`src/sv/assert_macros.svh`:
```
// Assertion macros for the interpolator RTL.
// No dependencies; included by files that carry concurrent checks.
`ifndef ASSERT_MACROS_SVH
`define ASSERT_MACROS_SVH

// Same-cycle implication, checked outside reset.
`define SPI_ASSERT_NOW(label, clk, rst, ante, cons) \
   label: assert property (@(posedge clk) disable iff (rst) (ante) |-> (cons)) \
      else $error("spi assertion failed");

// Next-cycle implication, checked outside reset.
`define SPI_ASSERT_NEXT(label, clk, rst, ante, cons) \
   label: assert property (@(posedge clk) disable iff (rst) (ante) |=> (cons)) \
      else $error("spi assertion failed");

`endif

```
`src/sv/spi_pkg.sv`:
```
// Shared types and constants of the segment path interpolator.
// No dependencies; used by spi_front, spi_queue, spi_back and the top level.
package spi_pkg;

   localparam int COORD_BITS_DEF  = 32;
   localparam int MAX_DENSITY_DEF = 62;
   localparam int DENS_BITS       = 6;
   localparam int QUEUE_DEPTH     = 2;

   localparam logic REG_PAIR_MODE = 1'b0;
   localparam logic REG_DENSITY   = 1'b1;

   typedef enum logic [1:0] {
      CMD_SEGMENT,
      CMD_POINT,
      CMD_ERROR
   } cmd_kind_type;

   typedef struct packed {
      cmd_kind_type         kind;
      logic                 also_final;
      logic [DENS_BITS-1:0] density;
   } cmd_ctrl_type;

   typedef enum logic [2:0] {
      BK_IDLE,
      BK_DIV,
      BK_START,
      BK_STEP,
      BK_FINAL,
      BK_ERROR
   } back_state_type;

endpackage

```
`src/sv/spi_channels.sv`:
```
// Valid/ready channel interfaces for waypoints and emitted path points.
// Depends on nothing but the coordinate width parameter.
interface spi_req_if #(parameter int COORD_BITS = 32);
   logic                         valid;
   logic                         ready;
   logic signed [COORD_BITS-1:0] coord_x;
   logic signed [COORD_BITS-1:0] coord_y;
   logic signed [COORD_BITS-1:0] coord_z;
   logic                         final_point;
   modport source (output valid, coord_x, coord_y, coord_z, final_point, input ready);
   modport sink (input valid, coord_x, coord_y, coord_z, final_point, output ready);
endinterface

interface spi_rsp_if #(parameter int COORD_BITS = 32);
   logic                         valid;
   logic                         ready;
   logic signed [COORD_BITS-1:0] out_x;
   logic signed [COORD_BITS-1:0] out_y;
   logic signed [COORD_BITS-1:0] out_z;
   logic                         run_end;
   logic                         odd_count_error;
   modport source (output valid, out_x, out_y, out_z, run_end, odd_count_error,
                   input ready);
   modport sink (input valid, out_x, out_y, out_z, run_end, odd_count_error,
                 output ready);
endinterface

```
`src/sv/spi_front.sv`:
```
// Front end: accepts waypoints, tracks the held point, issues commands.
// Depends on spi_pkg and spi_req_if.
module spi_front #(
   parameter int COORD_BITS  = spi_pkg::COORD_BITS_DEF,
   parameter int MAX_DENSITY = spi_pkg::MAX_DENSITY_DEF
) (
   input  logic                                 clock,
   input  logic                                 reset,
   spi_req_if.sink                              req_ch,
   input  logic                                 pair_mode,
   input  logic [spi_pkg::DENS_BITS-1:0]        density,
   output logic                                 push_valid,
   input  logic                                 push_ready,
   output spi_pkg::cmd_ctrl_type                push_ctrl,
   output logic signed [COORD_BITS-1:0]         start_x,
   output logic signed [COORD_BITS-1:0]         start_y,
   output logic signed [COORD_BITS-1:0]         start_z
);
   logic signed [COORD_BITS-1:0] held_x_ff, held_y_ff, held_z_ff;
   logic signed [COORD_BITS-1:0] held_x_in, held_y_in, held_z_in;
   logic                         holding_ff, holding_in;
   logic [spi_pkg::DENS_BITS-1:0] dens_eff;
   logic                         accept;
   logic                         issue;

   assign req_ch.ready = push_ready;
   assign accept       = req_ch.valid && push_ready;
   assign dens_eff     = (density > spi_pkg::DENS_BITS'(MAX_DENSITY)) ?
                         spi_pkg::DENS_BITS'(MAX_DENSITY) : density;
   assign start_x = held_x_ff;
   assign start_y = held_y_ff;
   assign start_z = held_z_ff;

   always_comb begin
      held_x_in  = held_x_ff;
      held_y_in  = held_y_ff;
      held_z_in  = held_z_ff;
      holding_in = holding_ff;
      issue      = 1'b0;
      push_ctrl.kind       = spi_pkg::CMD_SEGMENT;
      push_ctrl.also_final = 1'b0;
      push_ctrl.density    = dens_eff;
      if (!pair_mode) begin
         if (holding_ff) begin
            issue = 1'b1;
            push_ctrl.also_final = req_ch.final_point;
         end else if (req_ch.final_point) begin
            issue = 1'b1;
            push_ctrl.kind = spi_pkg::CMD_POINT;
         end
         holding_in = !req_ch.final_point;
         if (!req_ch.final_point) begin
            held_x_in = req_ch.coord_x;
            held_y_in = req_ch.coord_y;
            held_z_in = req_ch.coord_z;
         end
      end else begin
         if (holding_ff) begin
            issue      = 1'b1;
            holding_in = 1'b0;
         end else if (req_ch.final_point) begin
            issue = 1'b1;
            push_ctrl.kind = spi_pkg::CMD_ERROR;
         end else begin
            holding_in = 1'b1;
            held_x_in  = req_ch.coord_x;
            held_y_in  = req_ch.coord_y;
            held_z_in  = req_ch.coord_z;
         end
      end
   end

   assign push_valid = accept && issue;

   always_ff @(posedge clock) begin
      if (reset) begin
         holding_ff <= 1'b0;
         held_x_ff  <= '0;
         held_y_ff  <= '0;
         held_z_ff  <= '0;
      end else if (accept) begin
         holding_ff <= holding_in;
         held_x_ff  <= held_x_in;
         held_y_ff  <= held_y_in;
         held_z_ff  <= held_z_in;
      end
   end
endmodule

```
`src/sv/spi_queue.sv`:
```
// Two-entry command queue between the front end and the point generator.
// Depends on spi_pkg for its depth.
module spi_queue #(
   parameter int WIDTH = 8
) (
   input  logic             clock,
   input  logic             reset,
   input  logic             push_valid,
   output logic             push_ready,
   input  logic [WIDTH-1:0] push_data,
   output logic             pop_valid,
   input  logic             pop_ready,
   output logic [WIDTH-1:0] pop_data
);
   localparam int PTR_BITS = $clog2(spi_pkg::QUEUE_DEPTH);
   localparam int CNT_BITS = $clog2(spi_pkg::QUEUE_DEPTH + 1);

   logic [WIDTH-1:0]    slot_ff [spi_pkg::QUEUE_DEPTH];
   logic [PTR_BITS-1:0] wr_ff, rd_ff;
   logic [CNT_BITS-1:0] count_ff;
   logic                do_push, do_pop;

   assign push_ready = (count_ff != CNT_BITS'(spi_pkg::QUEUE_DEPTH));
   assign pop_valid  = (count_ff != '0);
   assign pop_data   = slot_ff[rd_ff];
   assign do_push    = push_valid && push_ready;
   assign do_pop     = pop_valid && pop_ready;

   always_ff @(posedge clock) begin
      if (do_push) begin
         slot_ff[wr_ff] <= push_data;
      end
   end

   always_ff @(posedge clock) begin
      if (reset) begin
         wr_ff    <= '0;
         rd_ff    <= '0;
         count_ff <= '0;
      end else begin
         if (do_push) begin
            wr_ff <= (wr_ff == PTR_BITS'(spi_pkg::QUEUE_DEPTH - 1)) ? '0 : wr_ff + 1'b1;
         end
         if (do_pop) begin
            rd_ff <= (rd_ff == PTR_BITS'(spi_pkg::QUEUE_DEPTH - 1)) ? '0 : rd_ff + 1'b1;
         end
         count_ff <= count_ff + CNT_BITS'(do_push) - CNT_BITS'(do_pop);
      end
   end
endmodule

```
`src/sv/spi_back.sv`:
```
// Point generator: per-axis serial divide, then step along the segment; also emits lone final points and error results.
// Depends on spi_pkg, spi_rsp_if and assert_macros.svh.
`include "assert_macros.svh"
module spi_back #(
   parameter int COORD_BITS = spi_pkg::COORD_BITS_DEF
) (
   input  logic                         clock,
   input  logic                         reset,
   input  logic                         pop_valid,
   output logic                         pop_ready,
   input  spi_pkg::cmd_ctrl_type        pop_ctrl,
   input  logic signed [COORD_BITS-1:0] pop_start [3],
   input  logic signed [COORD_BITS-1:0] pop_end [3],
   spi_rsp_if.source                    rsp_ch
);
   localparam int DB       = spi_pkg::DENS_BITS;
   localparam int DIV_BITS = COORD_BITS + 1;
   localparam int CNT_BITS = $clog2(DIV_BITS + 1);

   spi_pkg::back_state_type state_ff, state_in;
   spi_pkg::cmd_ctrl_type   ctrl_ff;
   logic signed [COORD_BITS-1:0] start_ff [3];
   logic signed [COORD_BITS-1:0] end_ff [3];
   logic [DIV_BITS-1:0]     quo_ff [3], quo_in [3];
   logic [DB:0]             rem_ff [3], rem_in [3];
   logic [DB:0]             accr_ff [3], accr_in [3];
   logic signed [COORD_BITS:0] pos_ff [3], pos_in [3];
   logic                    neg_ff [3];
   logic [CNT_BITS-1:0]     cnt_ff, cnt_in;
   logic [DB-1:0]           step_ff, step_in;
   logic                    out_valid_ff;
   logic signed [COORD_BITS-1:0] out_ff [3], out_in [3];
   logic                    out_end_ff, out_end_in, out_err_ff, out_err_in;
   logic                    emit, slot_free, load;

   assign slot_free       = !out_valid_ff || rsp_ch.ready;
   assign rsp_ch.valid    = out_valid_ff;
   assign rsp_ch.out_x    = out_ff[0];
   assign rsp_ch.out_y    = out_ff[1];
   assign rsp_ch.out_z    = out_ff[2];
   assign rsp_ch.run_end  = out_end_ff;
   assign rsp_ch.odd_count_error = out_err_ff;

   always_comb begin
      logic signed [COORD_BITS:0]   diff;
      logic [DB:0]                  rsh;
      logic [DB:0]                  rsum;
      logic                         carry;
      logic [DIV_BITS-1:0]          stepv;
      logic signed [COORD_BITS+1:0] nxt;
      diff       = '0;
      rsh        = '0;
      rsum       = '0;
      carry      = 1'b0;
      stepv      = '0;
      nxt        = '0;
      state_in   = state_ff;
      cnt_in     = cnt_ff;
      step_in    = step_ff;
      pop_ready  = 1'b0;
      load       = 1'b0;
      emit       = 1'b0;
      out_end_in = 1'b0;
      out_err_in = 1'b0;
      for (int a = 0; a < 3; a++) begin
         quo_in[a]  = quo_ff[a];
         rem_in[a]  = rem_ff[a];
         accr_in[a] = accr_ff[a];
         pos_in[a]  = pos_ff[a];
         out_in[a]  = '0;
      end
      unique case (state_ff)
         spi_pkg::BK_IDLE: begin
            pop_ready = 1'b1;
            if (pop_valid) begin
               load   = 1'b1;
               cnt_in = '0;
               for (int a = 0; a < 3; a++) begin
                  diff = {pop_end[a][COORD_BITS-1], pop_end[a]} -
                         {pop_start[a][COORD_BITS-1], pop_start[a]};
                  quo_in[a] = diff[COORD_BITS] ? DIV_BITS'(-diff) : DIV_BITS'(diff);
                  rem_in[a] = '0;
               end
               unique case (pop_ctrl.kind)
                  spi_pkg::CMD_SEGMENT:
                     state_in = (pop_ctrl.density != '0) ? spi_pkg::BK_DIV : spi_pkg::BK_START;
                  spi_pkg::CMD_POINT: state_in = spi_pkg::BK_FINAL;
                  default:            state_in = spi_pkg::BK_ERROR;
               endcase
            end
         end
         spi_pkg::BK_DIV: begin
            // restoring divide of |end - start| by density, one bit per cycle
            for (int a = 0; a < 3; a++) begin
               rsh = {rem_ff[a][DB-1:0], quo_ff[a][DIV_BITS-1]};
               if (rsh >= {1'b0, ctrl_ff.density}) begin
                  rem_in[a] = rsh - {1'b0, ctrl_ff.density};
                  quo_in[a] = {quo_ff[a][DIV_BITS-2:0], 1'b1};
               end else begin
                  rem_in[a] = rsh;
                  quo_in[a] = {quo_ff[a][DIV_BITS-2:0], 1'b0};
               end
            end
            cnt_in = cnt_ff + 1'b1;
            if (cnt_ff == CNT_BITS'(DIV_BITS - 1)) begin
               state_in = spi_pkg::BK_START;
            end
         end
         spi_pkg::BK_START: begin
            if (slot_free) begin
               emit       = 1'b1;
               out_end_in = (ctrl_ff.density == '0) && !ctrl_ff.also_final;
               step_in    = DB'(1);
               for (int a = 0; a < 3; a++) begin
                  out_in[a]  = start_ff[a];
                  pos_in[a]  = {start_ff[a][COORD_BITS-1], start_ff[a]};
                  accr_in[a] = '0;
               end
               if (ctrl_ff.density != '0) begin
                  state_in = spi_pkg::BK_STEP;
               end else begin
                  state_in = ctrl_ff.also_final ? spi_pkg::BK_FINAL : spi_pkg::BK_IDLE;
               end
            end
         end
         spi_pkg::BK_STEP: begin
            if (slot_free) begin
               emit       = 1'b1;
               out_end_in = (step_ff == ctrl_ff.density) && !ctrl_ff.also_final;
               step_in    = step_ff + 1'b1;
               for (int a = 0; a < 3; a++) begin
                  rsum  = accr_ff[a] + rem_ff[a];
                  carry = (rsum >= {1'b0, ctrl_ff.density});
                  accr_in[a] = carry ? rsum - {1'b0, ctrl_ff.density} : rsum;
                  stepv = quo_ff[a] + DIV_BITS'(carry);
                  nxt   = neg_ff[a] ?
                          {pos_ff[a][COORD_BITS], pos_ff[a]} - {1'b0, stepv} :
                          {pos_ff[a][COORD_BITS], pos_ff[a]} + {1'b0, stepv};
                  pos_in[a] = nxt[COORD_BITS:0];
                  out_in[a] = nxt[COORD_BITS-1:0];
               end
               if (step_ff == ctrl_ff.density) begin
                  state_in = ctrl_ff.also_final ? spi_pkg::BK_FINAL : spi_pkg::BK_IDLE;
               end
            end
         end
         spi_pkg::BK_FINAL: begin
            if (slot_free) begin
               emit       = 1'b1;
               out_end_in = 1'b1;
               for (int a = 0; a < 3; a++) begin
                  out_in[a] = end_ff[a];
               end
               state_in = spi_pkg::BK_IDLE;
            end
         end
         default: begin
            if (slot_free) begin
               emit       = 1'b1;
               out_end_in = 1'b1;
               out_err_in = 1'b1;
               state_in   = spi_pkg::BK_IDLE;
            end
         end
      endcase
   end

   always_ff @(posedge clock) begin
      if (reset) begin
         state_ff     <= spi_pkg::BK_IDLE;
         out_valid_ff <= 1'b0;
      end else begin
         state_ff <= state_in;
         if (emit) begin
            out_valid_ff <= 1'b1;
         end else if (rsp_ch.ready) begin
            out_valid_ff <= 1'b0;
         end
      end
   end

   always_ff @(posedge clock) begin
      cnt_ff  <= cnt_in;
      step_ff <= step_in;
      for (int a = 0; a < 3; a++) begin
         quo_ff[a]  <= quo_in[a];
         rem_ff[a]  <= rem_in[a];
         accr_ff[a] <= accr_in[a];
         pos_ff[a]  <= pos_in[a];
      end
      if (load) begin
         ctrl_ff <= pop_ctrl;
         for (int a = 0; a < 3; a++) begin
            start_ff[a] <= pop_start[a];
            end_ff[a]   <= pop_end[a];
            neg_ff[a]   <= (pop_end[a] < pop_start[a]);
         end
      end
      if (emit) begin
         out_end_ff <= out_end_in;
         out_err_ff <= out_err_in;
         for (int a = 0; a < 3; a++) begin
            out_ff[a] <= out_in[a];
         end
      end
   end

   `SPI_ASSERT_NOW(a_div_nonzero, clock, reset, state_ff == spi_pkg::BK_DIV, ctrl_ff.density != '0)
   `SPI_ASSERT_NOW(a_step_bound, clock, reset, state_ff == spi_pkg::BK_STEP, step_ff <= ctrl_ff.density && step_ff != '0)
   `SPI_ASSERT_NEXT(a_err_ends_run, clock, reset, emit && out_err_in, out_end_ff && out_ff[0] == '0 && out_ff[1] == '0 && out_ff[2] == '0)
   `SPI_ASSERT_NEXT(a_pop_only_idle, clock, reset, pop_valid && pop_ready, state_ff != spi_pkg::BK_IDLE)
endmodule

```
`src/sv/segment_path_interpolator.sv`:
```
// Top level of the segment path interpolator: configuration registers and wiring.
// Depends on spi_pkg, spi_channels, spi_front, spi_queue and spi_back.
//
// Waypoints (signed fixed point, Q16.16 at 32 bits) enter on req_ch; path points leave
// on rsp_ch. In chained mode (pair_mode = 0) each waypoint after the first closes a
// segment from the held point, and a waypoint marked final_point is then emitted once
// more on its own; in paired mode waypoints form start/end pairs and a final point
// that opens a pair yields one result with odd_count_error set and zero coordinates.
// A segment gives its start point, then start + trunc(j * (end - start) / D) for
// j = 1..D, D being density clamped to MAX_DENSITY, so the end point lands exactly.
// Flow: the front end takes a waypoint whenever the two-entry command queue has room.
// The back end runs a bit-serial divide of the three axis differences by D, one
// quotient bit per cycle (skipped when D is zero), then emits one point per cycle
// while rsp_ch drains, and takes the next command from the queue only when idle.
// Program csr registers only while no transaction is in flight.

module segment_path_interpolator #(
   parameter int COORD_BITS  = spi_pkg::COORD_BITS_DEF,
   parameter int MAX_DENSITY = spi_pkg::MAX_DENSITY_DEF
) (
   input  logic                          clock,
   input  logic                          reset,
   spi_req_if.sink                       req_ch,
   spi_rsp_if.source                     rsp_ch,
   input  logic                          csr_we,
   input  logic                          csr_index,
   input  logic [spi_pkg::DENS_BITS-1:0] csr_wdata
);
   localparam int CTRL_BITS = $bits(spi_pkg::cmd_ctrl_type);
   localparam int QW        = CTRL_BITS + 6 * COORD_BITS;

   // configuration registers
   logic                          pair_mode_ff;
   logic [spi_pkg::DENS_BITS-1:0] density_ff;

   always_ff @(posedge clock) begin
      if (reset) begin
         pair_mode_ff <= 1'b0;
         density_ff   <= '0;
      end else if (csr_we) begin
         unique case (csr_index)
            spi_pkg::REG_PAIR_MODE: pair_mode_ff <= csr_wdata[0];
            default:                density_ff   <= csr_wdata;
         endcase
      end
   end

   // front end to queue
   logic                         push_valid, push_ready;
   spi_pkg::cmd_ctrl_type        push_ctrl;
   logic signed [COORD_BITS-1:0] start_x, start_y, start_z;
   logic [QW-1:0]                push_data, pop_data;
   logic                         pop_valid, pop_ready;
   spi_pkg::cmd_ctrl_type        pop_ctrl;
   logic signed [COORD_BITS-1:0] pop_start [3];
   logic signed [COORD_BITS-1:0] pop_end [3];

   spi_front #(.COORD_BITS(COORD_BITS), .MAX_DENSITY(MAX_DENSITY)) u_front (
      .clock      (clock),
      .reset      (reset),
      .req_ch     (req_ch),
      .pair_mode  (pair_mode_ff),
      .density    (density_ff),
      .push_valid (push_valid),
      .push_ready (push_ready),
      .push_ctrl  (push_ctrl),
      .start_x    (start_x),
      .start_y    (start_y),
      .start_z    (start_z)
   );

   // pack the command: control, held start point, incoming end point
   assign push_data = {push_ctrl, start_x, start_y, start_z,
                       req_ch.coord_x, req_ch.coord_y, req_ch.coord_z};

   spi_queue #(.WIDTH(QW)) u_queue (
      .clock      (clock),
      .reset      (reset),
      .push_valid (push_valid),
      .push_ready (push_ready),
      .push_data  (push_data),
      .pop_valid  (pop_valid),
      .pop_ready  (pop_ready),
      .pop_data   (pop_data)
   );

   // unpack
   assign pop_ctrl     = spi_pkg::cmd_ctrl_type'(pop_data[QW-1 -: CTRL_BITS]);
   assign pop_start[0] = pop_data[6*COORD_BITS-1 -: COORD_BITS];
   assign pop_start[1] = pop_data[5*COORD_BITS-1 -: COORD_BITS];
   assign pop_start[2] = pop_data[4*COORD_BITS-1 -: COORD_BITS];
   assign pop_end[0]   = pop_data[3*COORD_BITS-1 -: COORD_BITS];
   assign pop_end[1]   = pop_data[2*COORD_BITS-1 -: COORD_BITS];
   assign pop_end[2]   = pop_data[COORD_BITS-1 -: COORD_BITS];

   spi_back #(.COORD_BITS(COORD_BITS)) u_back (
      .clock     (clock),
      .reset     (reset),
      .pop_valid (pop_valid),
      .pop_ready (pop_ready),
      .pop_ctrl  (pop_ctrl),
      .pop_start (pop_start),
      .pop_end   (pop_end),
      .rsp_ch    (rsp_ch)
   );
endmodule
```
`src/flat_wrapper.sv`:
```
// flat-port wrapper written by rule: the top's interface ports become plain ports
module segment_path_interpolator_flat 
#(
   parameter int COORD_BITS  = spi_pkg::COORD_BITS_DEF,
   parameter int MAX_DENSITY = spi_pkg::MAX_DENSITY_DEF
)
  (clock, reset, csr_we, csr_index, csr_wdata, req_ch_valid, req_ch_coord_x, req_ch_coord_y, req_ch_coord_z, req_ch_final_point, req_ch_ready, rsp_ch_valid, rsp_ch_out_x, rsp_ch_out_y, rsp_ch_out_z, rsp_ch_run_end, rsp_ch_odd_count_error, rsp_ch_ready);
  spi_req_if #(.COORD_BITS(COORD_BITS)) req_ch_i ();
  spi_rsp_if #(.COORD_BITS(COORD_BITS)) rsp_ch_i ();
  input  logic clock;
  input  logic reset;
  input  logic csr_we;
  input  logic csr_index;
  input  logic [spi_pkg::DENS_BITS-1:0] csr_wdata;
  input wire logic [$bits(req_ch_i.valid)-1:0] req_ch_valid;
  input wire logic [$bits(req_ch_i.coord_x)-1:0] req_ch_coord_x;
  input wire logic [$bits(req_ch_i.coord_y)-1:0] req_ch_coord_y;
  input wire logic [$bits(req_ch_i.coord_z)-1:0] req_ch_coord_z;
  input wire logic [$bits(req_ch_i.final_point)-1:0] req_ch_final_point;
  output wire logic [$bits(req_ch_i.ready)-1:0] req_ch_ready;
  output wire logic [$bits(rsp_ch_i.valid)-1:0] rsp_ch_valid;
  output wire logic [$bits(rsp_ch_i.out_x)-1:0] rsp_ch_out_x;
  output wire logic [$bits(rsp_ch_i.out_y)-1:0] rsp_ch_out_y;
  output wire logic [$bits(rsp_ch_i.out_z)-1:0] rsp_ch_out_z;
  output wire logic [$bits(rsp_ch_i.run_end)-1:0] rsp_ch_run_end;
  output wire logic [$bits(rsp_ch_i.odd_count_error)-1:0] rsp_ch_odd_count_error;
  input wire logic [$bits(rsp_ch_i.ready)-1:0] rsp_ch_ready;
  assign req_ch_i.valid = req_ch_valid;
  assign req_ch_i.coord_x = req_ch_coord_x;
  assign req_ch_i.coord_y = req_ch_coord_y;
  assign req_ch_i.coord_z = req_ch_coord_z;
  assign req_ch_i.final_point = req_ch_final_point;
  assign req_ch_ready = req_ch_i.ready;
  assign rsp_ch_valid = rsp_ch_i.valid;
  assign rsp_ch_out_x = rsp_ch_i.out_x;
  assign rsp_ch_out_y = rsp_ch_i.out_y;
  assign rsp_ch_out_z = rsp_ch_i.out_z;
  assign rsp_ch_run_end = rsp_ch_i.run_end;
  assign rsp_ch_odd_count_error = rsp_ch_i.odd_count_error;
  assign rsp_ch_i.ready = rsp_ch_ready;
  segment_path_interpolator #(.COORD_BITS(COORD_BITS), .MAX_DENSITY(MAX_DENSITY)) u_core (.clock(clock), .reset(reset), .req_ch(req_ch_i), .rsp_ch(rsp_ch_i), .csr_we(csr_we), .csr_index(csr_index), .csr_wdata(csr_wdata));
endmodule
```
`config.mk`:
```
export PLATFORM = sky130hd
export DESIGN_NAME = segment_path_interpolator_flat
export DESIGN_NICKNAME = d
export VERILOG_FILES = /design/src/sv/spi_pkg.sv /design/src/sv/spi_channels.sv /design/src/sv/spi_front.sv /design/src/sv/spi_queue.sv /design/src/sv/spi_back.sv /design/src/sv/segment_path_interpolator.sv /design/src/flat_wrapper.sv
export VERILOG_INCLUDE_DIRS = /design/src /design/src/sv
export SDC_FILE = /design/constraint.sdc
export NUM_CORES = 2
export LEC_CHECK = 0
export BUFFER_PORTS_ARGS = -buffer_cell sky130_fd_sc_hd__buf_2
export CELL_PAD_IN_SITES_DETAIL_PLACEMENT = 1
export CELL_PAD_IN_SITES_GLOBAL_PLACEMENT = 2
export CORE_MARGIN = 2
export CORE_UTILIZATION = 46
export DETAILED_ROUTE_END_ITERATION = 16
export HOLD_SLACK_MARGIN = 0.15
export MAX_ROUTING_LAYER = met4
export PLACE_DENSITY_LB_ADDON = 0.1
export SLEW_MARGIN = 20
export SYNTH_ARGS = -nofsm -noshare
export SYNTH_HDL_FRONTEND = slang
export SYNTH_SLANG_ARGS = --single-unit
```
`constraint.sdc`:
```
create_clock -name clock -period 39.6 [get_ports clock]
set_input_delay 5.94 -clock clock [delete_from_list [all_inputs] [get_ports clock]]
set_output_delay 5.94 -clock clock [all_outputs]
set_load 0.1 [all_outputs]
```
Word level (Yosys, flattened, before mapping)
Memories as Yosys holds them, arrays and structs flattened. A register that Yosys moved wholly into a read port is not among the register bits. Index checks and enable logic that the tools add are counted.

Bits in registers: 133. Bits in latches: 0. RAM bits: 933. Memory bits (read-only): 0. Output and inout port bits: 100. Logic and storage cells: 196. Memories kept: 9.

Memory list: u_core.u_queue.slot_ff (words 2, bits a word 201, read ports 1, clocked after Yosys merged registers in 1, write ports 1, line spi_queue.sv:18) `logic [WIDTH-1:0] slot_ff [spi_pkg::QUEUE_DEPTH];`; u_core.u_back.pos_ff (words 3, bits a word 33, read ports 3, clocked after Yosys merged registers in 0, write ports 3, line spi_back.sv:27) `logic signed [COORD_BITS:0] pos_ff [3], pos_in [3];`; u_core.u_back.quo_ff (words 3, bits a word 33, read ports 3, clocked after Yosys merged registers in 0, write ports 3, line spi_back.sv:24) `logic [DIV_BITS-1:0] quo_ff [3], quo_in [3];`; u_core.u_back.end_ff (words 3, bits a word 32, read ports 3, clocked after Yosys merged registers in 0, write ports 3, line spi_back.sv:23) `logic signed [COORD_BITS-1:0] end_ff [3];`; u_core.u_back.out_ff (words 3, bits a word 32, read ports 3, clocked after Yosys merged registers in 0, write ports 3, line spi_back.sv:32) `logic signed [COORD_BITS-1:0] out_ff [3], out_in [3];`; u_core.u_back.start_ff (words 3, bits a word 32, read ports 3, clocked after Yosys merged registers in 0, write ports 3, line spi_back.sv:22) `logic signed [COORD_BITS-1:0] start_ff [3];`; 3 more memories.

$add $sub $neg: 30. $mul: 0. Div/mod/pow operators: 0. Magnitude comparators: 10. Eq/ne operators: 14. Shifts and indexed selects: 0. Mux-type cells: 87. Bitwise operators: 1. Reductions and logical operators: 28.

Operators with widths (number): 99-bit case mux with 2 select lines (2); 99-bit 2-to-1 mux (3); 32-bit 2-to-1 mux (9); 96-bit 2-to-1 mux (3); 96-bit case mux with 3 select lines (1); 33-bit 2-to-1 mux (6); 33-bit by 1-bit adder with 33-bit output (3); 33-bit adder (3); 33-bit negation (3); 32-bit by 32-bit subtractor with 33-bit output (3); 33-bit subtractor (3); 32-bit < comparator (3); 21-bit case mux with 2 select lines (2); 21-bit 2-to-1 mux (3); 7-bit by 6-bit greater-or-equal comparator with 1-bit output (6); 7-bit 2-to-1 mux (6); 7-bit by 6-bit subtractor with 7-bit output (6); 1-bit 2-to-1 mux (31); 3-bit 2-to-1 mux (8); 6-bit 2-to-1 mux (4); 6-bit case mux with 2 select lines (2); 7-bit adder (3); 6-bit by 1-bit adder with 6-bit output (second input constant) (2); 2-bit inequality test (second input constant) (6); other kinds (30) (49).

Depth between registers and ports, before layout
An unclocked memory read counts as a cell.

Depth in word-level cells: 8. Gate-level depth with buffers: 39. Mapped depth without buffers: 37.

Cells and area by module
Synthesis repeated with hierarchy kept, for this count alone.

Cells, all modules: 5444. Area total of the unflattened synthesis: 60320.4 um^2.

By module, submodules not included: spi_back (instances 1, cells each 4324, area each 40780.4 um^2, sequential area each 16565.9 um^2); spi_queue (instances 1, cells each 654, area each 14826.7 um^2, sequential area each 12171.7 um^2); spi_front (instances 1, cells each 435, area each 4399.2 um^2, sequential area each 1941.9 um^2); segment_path_interpolator (instances 1, cells each 31, area each 314.1 um^2, sequential area each 140.1 um^2).

Least setup slack after synthesis
Ideal clock, no wire load.

Path kind: reg-to-reg. Start: register u_core.u_back.state_ff[0]. End: register u_core.u_back.cnt_ff[0] (enable). Arrival: 23528 ps. Path slack: 15572 ps. Stages on the path, launching flop included: 5. Path buffers: 2. Clock period less this slack: 24028 ps. Cells stage by stage: dfxtp_1 > clkbuf_1 > buf_1 > nor4_1 > nand2b_1.

Word-level cells in the longest chain between the ends: 3.

Ends and longest elaborated chain: from (decl) (line spi_back.sv:20) `spi_pkg::back_state_type state_ff, state_in;`; from (signal assigned) (line spi_back.sv:170) `state_ff <= spi_pkg::BK_IDLE;`; from (signal assigned) (line spi_back.sv:173) `state_ff <= state_in;`; 3-bit by 1-bit equality test with 1-bit output / 3-bit zero test (equally long branches) (line spi_back.sv:72) `unique case (state_ff)`; 2-bit nonzero test (no line) / 2-bit by 1-bit inequality test with 1-bit output (equally long branches); 2-bit AND reduction (no line) *; to (signal assigned) (line spi_back.sv:183) `cnt_ff <= cnt_in;`; to (decl) (line spi_back.sv:29) `logic [CNT_BITS-1:0] cnt_ff, cnt_in;`.

Every way passes the cells marked *; elsewhere a longest branch is shown, timed or not. A chain may end at the register's enable or synchronous reset.

==> impl_results.md <==
- Number of buffers on the longest clock path: 3
- Worst ir drop on vdd: 0.0000532 V
- Pleak: 0.0249 µW
- Portion of the post-synthesis area used by sequential elements: 51.6%
- Number of antenna-violating nets in the routed design: 0
- Cell count after synthesis: 5559
- Sum of negative setup slack: 0 ns
- Area of the multi-input gates: 27100 µm²
- Total count of hold-check failures in the final report: 0
- Power per cell area: 101 nW/µm²
- Inserted Clock Buffers: 116
- Detailed-route DRC error count: 0
- Number of filler instances in the final layout: 13800
- Crit path required time: 40.07 ns
- Worst hold path depth: 0
- Reg2reg start: u_core.u_back.rem_ff[0][7]
- Reg2reg path depth: 34
- Starting DRC count in detailed routing: 2874
- Share of the clock period used by the worst path after layout: 24.7%
- Core ar.: 129000 µm²
- Compound-cell area share of the yosys netlist: 14.2%
- Switching share of power: 45.3%
- Number of synthesized flops with an enable pin: 951
- Die boundary height: 364 µm
- Count of final setup violators: 0
- Hold crit path type: flip-flop to flip-flop
- Count of input and output buffers: 208
- Clock network fraction of design power: 17.8%
- Sort of element at the start of the critical path: flip-flop
- Average detailed-routed wire length per instance: 23.6 µm
- Critical path arrival: 10.24 ns
- Mean instance size in the synthesized netlist: 10.7 µm²
- CTS H-tree lvls: 3
- Share of Yosys cell area claimed by the top area cell type: 47.8%
- Area of the mapped netlist: 59700 µm²
- Fraction of the mapped netlist area in adder cells: 6.01%
- Worst path slowest cell: sky130_fd_sc_hd__a2111oi_0
- Post-Syn Nets: 5946
- Sequential power share: 27.6%
- Critical Path End Type: flip-flop
- Final core utilization: 51.8%
- Global-route wire length before repair: 272000 µm
- Worst setup path category: flip-flop to flip-flop
- Comb pwr share: 54.6%
- Maximum number of pins on one net before global-route repair: 145
- Layout Skew: 0.0274 ns
- Library cells used by synthesis: 128
- Post-synthesis mux area share: 4.79%
- Post-synthesis cell type with the largest combined area: sky130_fd_sc_hd__edfxtp_1
- Total net switching power: 3050 µW
- Most instantiated cells after synthesis: 951 x sky130_fd_sc_hd__edfxtp_1, 624 x sky130_fd_sc_hd__nand2_1, 516 x sky130_fd_sc_hd__a21oi_1, 435 x sky130_fd_sc_hd__nor2_1, 314 x sky130_fd_sc_hd__xnor2_1
- Worst-path fanout max: 12
- Async set or reset register ratio after synthesis: 0%
- FF/Latch Area: 30800 µm²
- Delay of the slowest cell on the worst path: 0.78 ns
- Per-cell via count in the routed design: 5.73
- Die W: 364 µm
- Root Buffer Master: sky130_fd_sc_hd__clkbuf_16
- Relative max-transition margin: 25.8%
- # clock sinks: 1064
- Cts hold-fix bufs: 0
- R2R setup slack: 29.83 ns
- Clock slew at reported path FFs: 0.06 ns
- Starting Density: 46.2%
- Top cells by area, synth: sky130_fd_sc_hd__edfxtp_1 48%, sky130_fd_sc_hd__ha_1 5.5%, sky130_fd_sc_hd__xnor2_1 4.6%
- Crit-path most repeated cell: sky130_fd_sc_hd__a21o_1
- Share of layout cells above drive strength 1: 12.3%
- Outcome: finished, final reports clean
- Internal power of the cells: 3670 µW
- Vias post-DR: 43300
- TritonCTS clock tree: yes
- Final wirelength: 178000 µm
- Core Rows: 132
- Most used standard cell by instance count after synthesis: sky130_fd_sc_hd__edfxtp_1
- Total Nets Final: 6081
- RSZ-0062 raised after global routing: false
- Clock network latency to the later pin of the worst-skew pair: 0.73 ns
- Antenna violations before repair: 17
- Predominant post-synthesis flop cell: sky130_fd_sc_hd__edfxtp_1
- Global-route total usage across every layer: 27.5%
- Number of optimization iterations in the first detailed-route pass: 5
- Worst min-delay path startpoint: u_core.u_front.start_x[12]
- Weighted congestion at the end of routability-driven global placement: 0.907
- Post-CTS Repair Setup Buffers: 0
- Reported max-cap violation count: 0
- Vias in the first global route: 44800
- Slew of the pin with the lowest slew margin: 1.11 ns
- Fraction of synthesized cell area in xor and xnor cells: 6.84%
- Yosys warnings: 0
- DP Wirelength: 128000 µm
- Minimum clock period: 9.77 ns
- Boundary Pins: 209
- Simple-gate area share of the yosys netlist: 13.4%
- Number of gates resized after cts: 0
- Capture point of the worst reg-to-reg path: u_core.u_back.out_ff[0][63]
- Layout-stage area growth over the synthesis result: 11.9%
- Die area: 133000 µm²
- Total count of max-transition violations in the final report: 0
- Main combinational cell family by area after synthesis: compound AO/OA/AOI/OAI gates
- Achievable clock frequency: 102 MHz
- Endpoint with the worst hold slack: u_core.u_queue.slot_ff[1][172]
- GRT Residual Overflow: 0
- Post-synthesis register bit count: 1064
==> power groups by stage <==
| stage | Clock [µW] | Sequential (µW) | Combinational [µW] |
|---|---|---|---|
| after global routing | 1260 | 1890 | 4030 |
| after detailed placement | 0 | 1870 | 3640 |
| after floorplan | 0 | 2110 | 2520 |
| after CTS | 1220 | 1850 | 3670 |
| after global placement | 0 | 1860 | 3570 |
| final | 1190 | 1850 | 3670 |
==> per-stage QoR <==
stage / std cells / instance area (µm²) / power [µW] / hold WS [ns] / setup slack [ns]
2_1_floorplan: 5559 / 59700 / 4630 / 0.425 / 15.57
3_3_place_gp: 7318 / 62600 / 5430 / 0.430 / 30.04
3_5_place_dp: 7318 / 62600 / 5510 / 0.438 / 29.98
4_1_cts: 7540 / 66800 / 6740 / 0.453 / 29.92
5_1_grt: 7544 / 66800 / 7180 / 0.464 / 29.11
6_report: 7550 / 66800 / 6720 / 0.452 / 29.83
==> worst max-delay path by stage <==
stage	from	to	slack, ns	depth (start not counted)
3_5_place_dp	u_core.u_back.rem_ff[0][7]	u_core.u_back.out_ff[0][63]	29.98	34
5_1_grt	u_core.u_back.rem_ff[0][7]	u_core.u_back.out_ff[0][63]	29.11	34
3_3_place_gp	u_core.u_back.rem_ff[0][7]	u_core.u_back.out_ff[0][63]	30.04	34
2_1_floorplan	u_core.u_back.state_ff[0]	u_core.u_back.cnt_ff[0]	15.57	4
4_1_cts	u_core.u_back.rem_ff[0][7]	u_core.u_back.out_ff[0][63]	29.92	34
6_report	u_core.u_back.rem_ff[0][7]	u_core.u_back.out_ff[0][63]	29.83	34
==> logic make-up (layout without fill, tap and decap cells) <==
logic type	Yosys count	after routing
adder cells (fa/ha/maj)	278	278
flip-flops	1064	1064
multiplexers	270	270
AO/OA/AOI/OAI	1304	1304
buffers and inverters	491	730
other	0	10
AND/OR/NAND/NOR	1687	1687
XOR/XNOR	465	465
==> cell type report <==
| class | instances | area share, % |
|---|---|---|
| clock inverters | 68 | 1.45 |
| repair buffers | 265 | 2.26 |
| well taps | 1742 | 3.26 |
| flip-flops and latches | 1064 | 46.1 |
| inverters | 243 | 1.36 |
| diodes | 10 | 0.0374 |
| multi-input cells | 4004 | 40.6 |
| clock buffers | 154 | 4.88 |
==> layout by cell type (no fill, tap or decap), types with 43 or more instances in the layout <==
cell,synthesis,routed
sky130_fd_sc_hd__clkbuf_16,0,120
sky130_fd_sc_hd__xor2_1,149,149
sky130_fd_sc_hd__buf_2,19,207
sky130_fd_sc_hd__o21ai_0,182,181
sky130_fd_sc_hd__and3_1,66,66
sky130_fd_sc_hd__a22oi_1,75,75
sky130_fd_sc_hd__a21oi_1,516,516
sky130_fd_sc_hd__xnor2_1,314,314
sky130_fd_sc_hd__nand2_1,624,622
sky130_fd_sc_hd__nor2_1,435,429
sky130_fd_sc_hd__o21a_1,43,43
sky130_fd_sc_hd__nand3_1,129,129
sky130_fd_sc_hd__nor3_1,91,91
sky130_fd_sc_hd__nand4_1,50,50
sky130_fd_sc_hd__a21o_1,135,135
sky130_fd_sc_hd__dfxtp_1,113,111
sky130_fd_sc_hd__edfxtp_1,951,951
sky130_fd_sc_hd__buf_4,1,54
sky130_fd_sc_hd__mux2_2,124,124
sky130_fd_sc_hd__inv_1,242,242
sky130_fd_sc_hd__nor2b_1,52,50
sky130_fd_sc_hd__ha_1,263,263
sky130_fd_sc_hd__mux2i_1,145,145
==> worst max-delay path, delay by kind of cell, from the launching register on <==
family | cells | cell delay (ns)
AO/OA/AOI/OAI | 15 | 4.18
AND/OR/NAND/NOR | 8 | 2.30
adder cells (fa/ha/maj) | 6 | 1.89
flip-flops | 1 | 0.43
buffers and inverters | 3 | 0.38
XOR/XNOR | 1 | 0.19
multiplexers | 1 | 0.13
==> flip-flops by register name, indices dropped and copies added (netlist names), 21 cells and up, named ones only <==
name,count
u_core.u_back.accr_ff,21
u_core.u_back.end_ff,96
u_core.u_back.out_ff,96
u_core.u_back.pos_ff,96
u_core.u_back.quo_ff,99
u_core.u_back.rem_ff,21
u_core.u_back.start_ff,96
u_core.u_front.start_x,32
u_core.u_front.start_y,32
u_core.u_front.start_z,32
u_core.u_queue.slot_ff,402
==> metal layers <==
layer / track usage, % / share of wire [%] / vias up
met5: - / 0 / -
met4: 8.14 / 2.6 / 0
met3: 3.83 / 5.2 / 229
met2: 44.3 / 47 / 915
met1: 36.2 / 45 / 21500
li1: - / - / 20600
(Power assumes the default switching activity.)
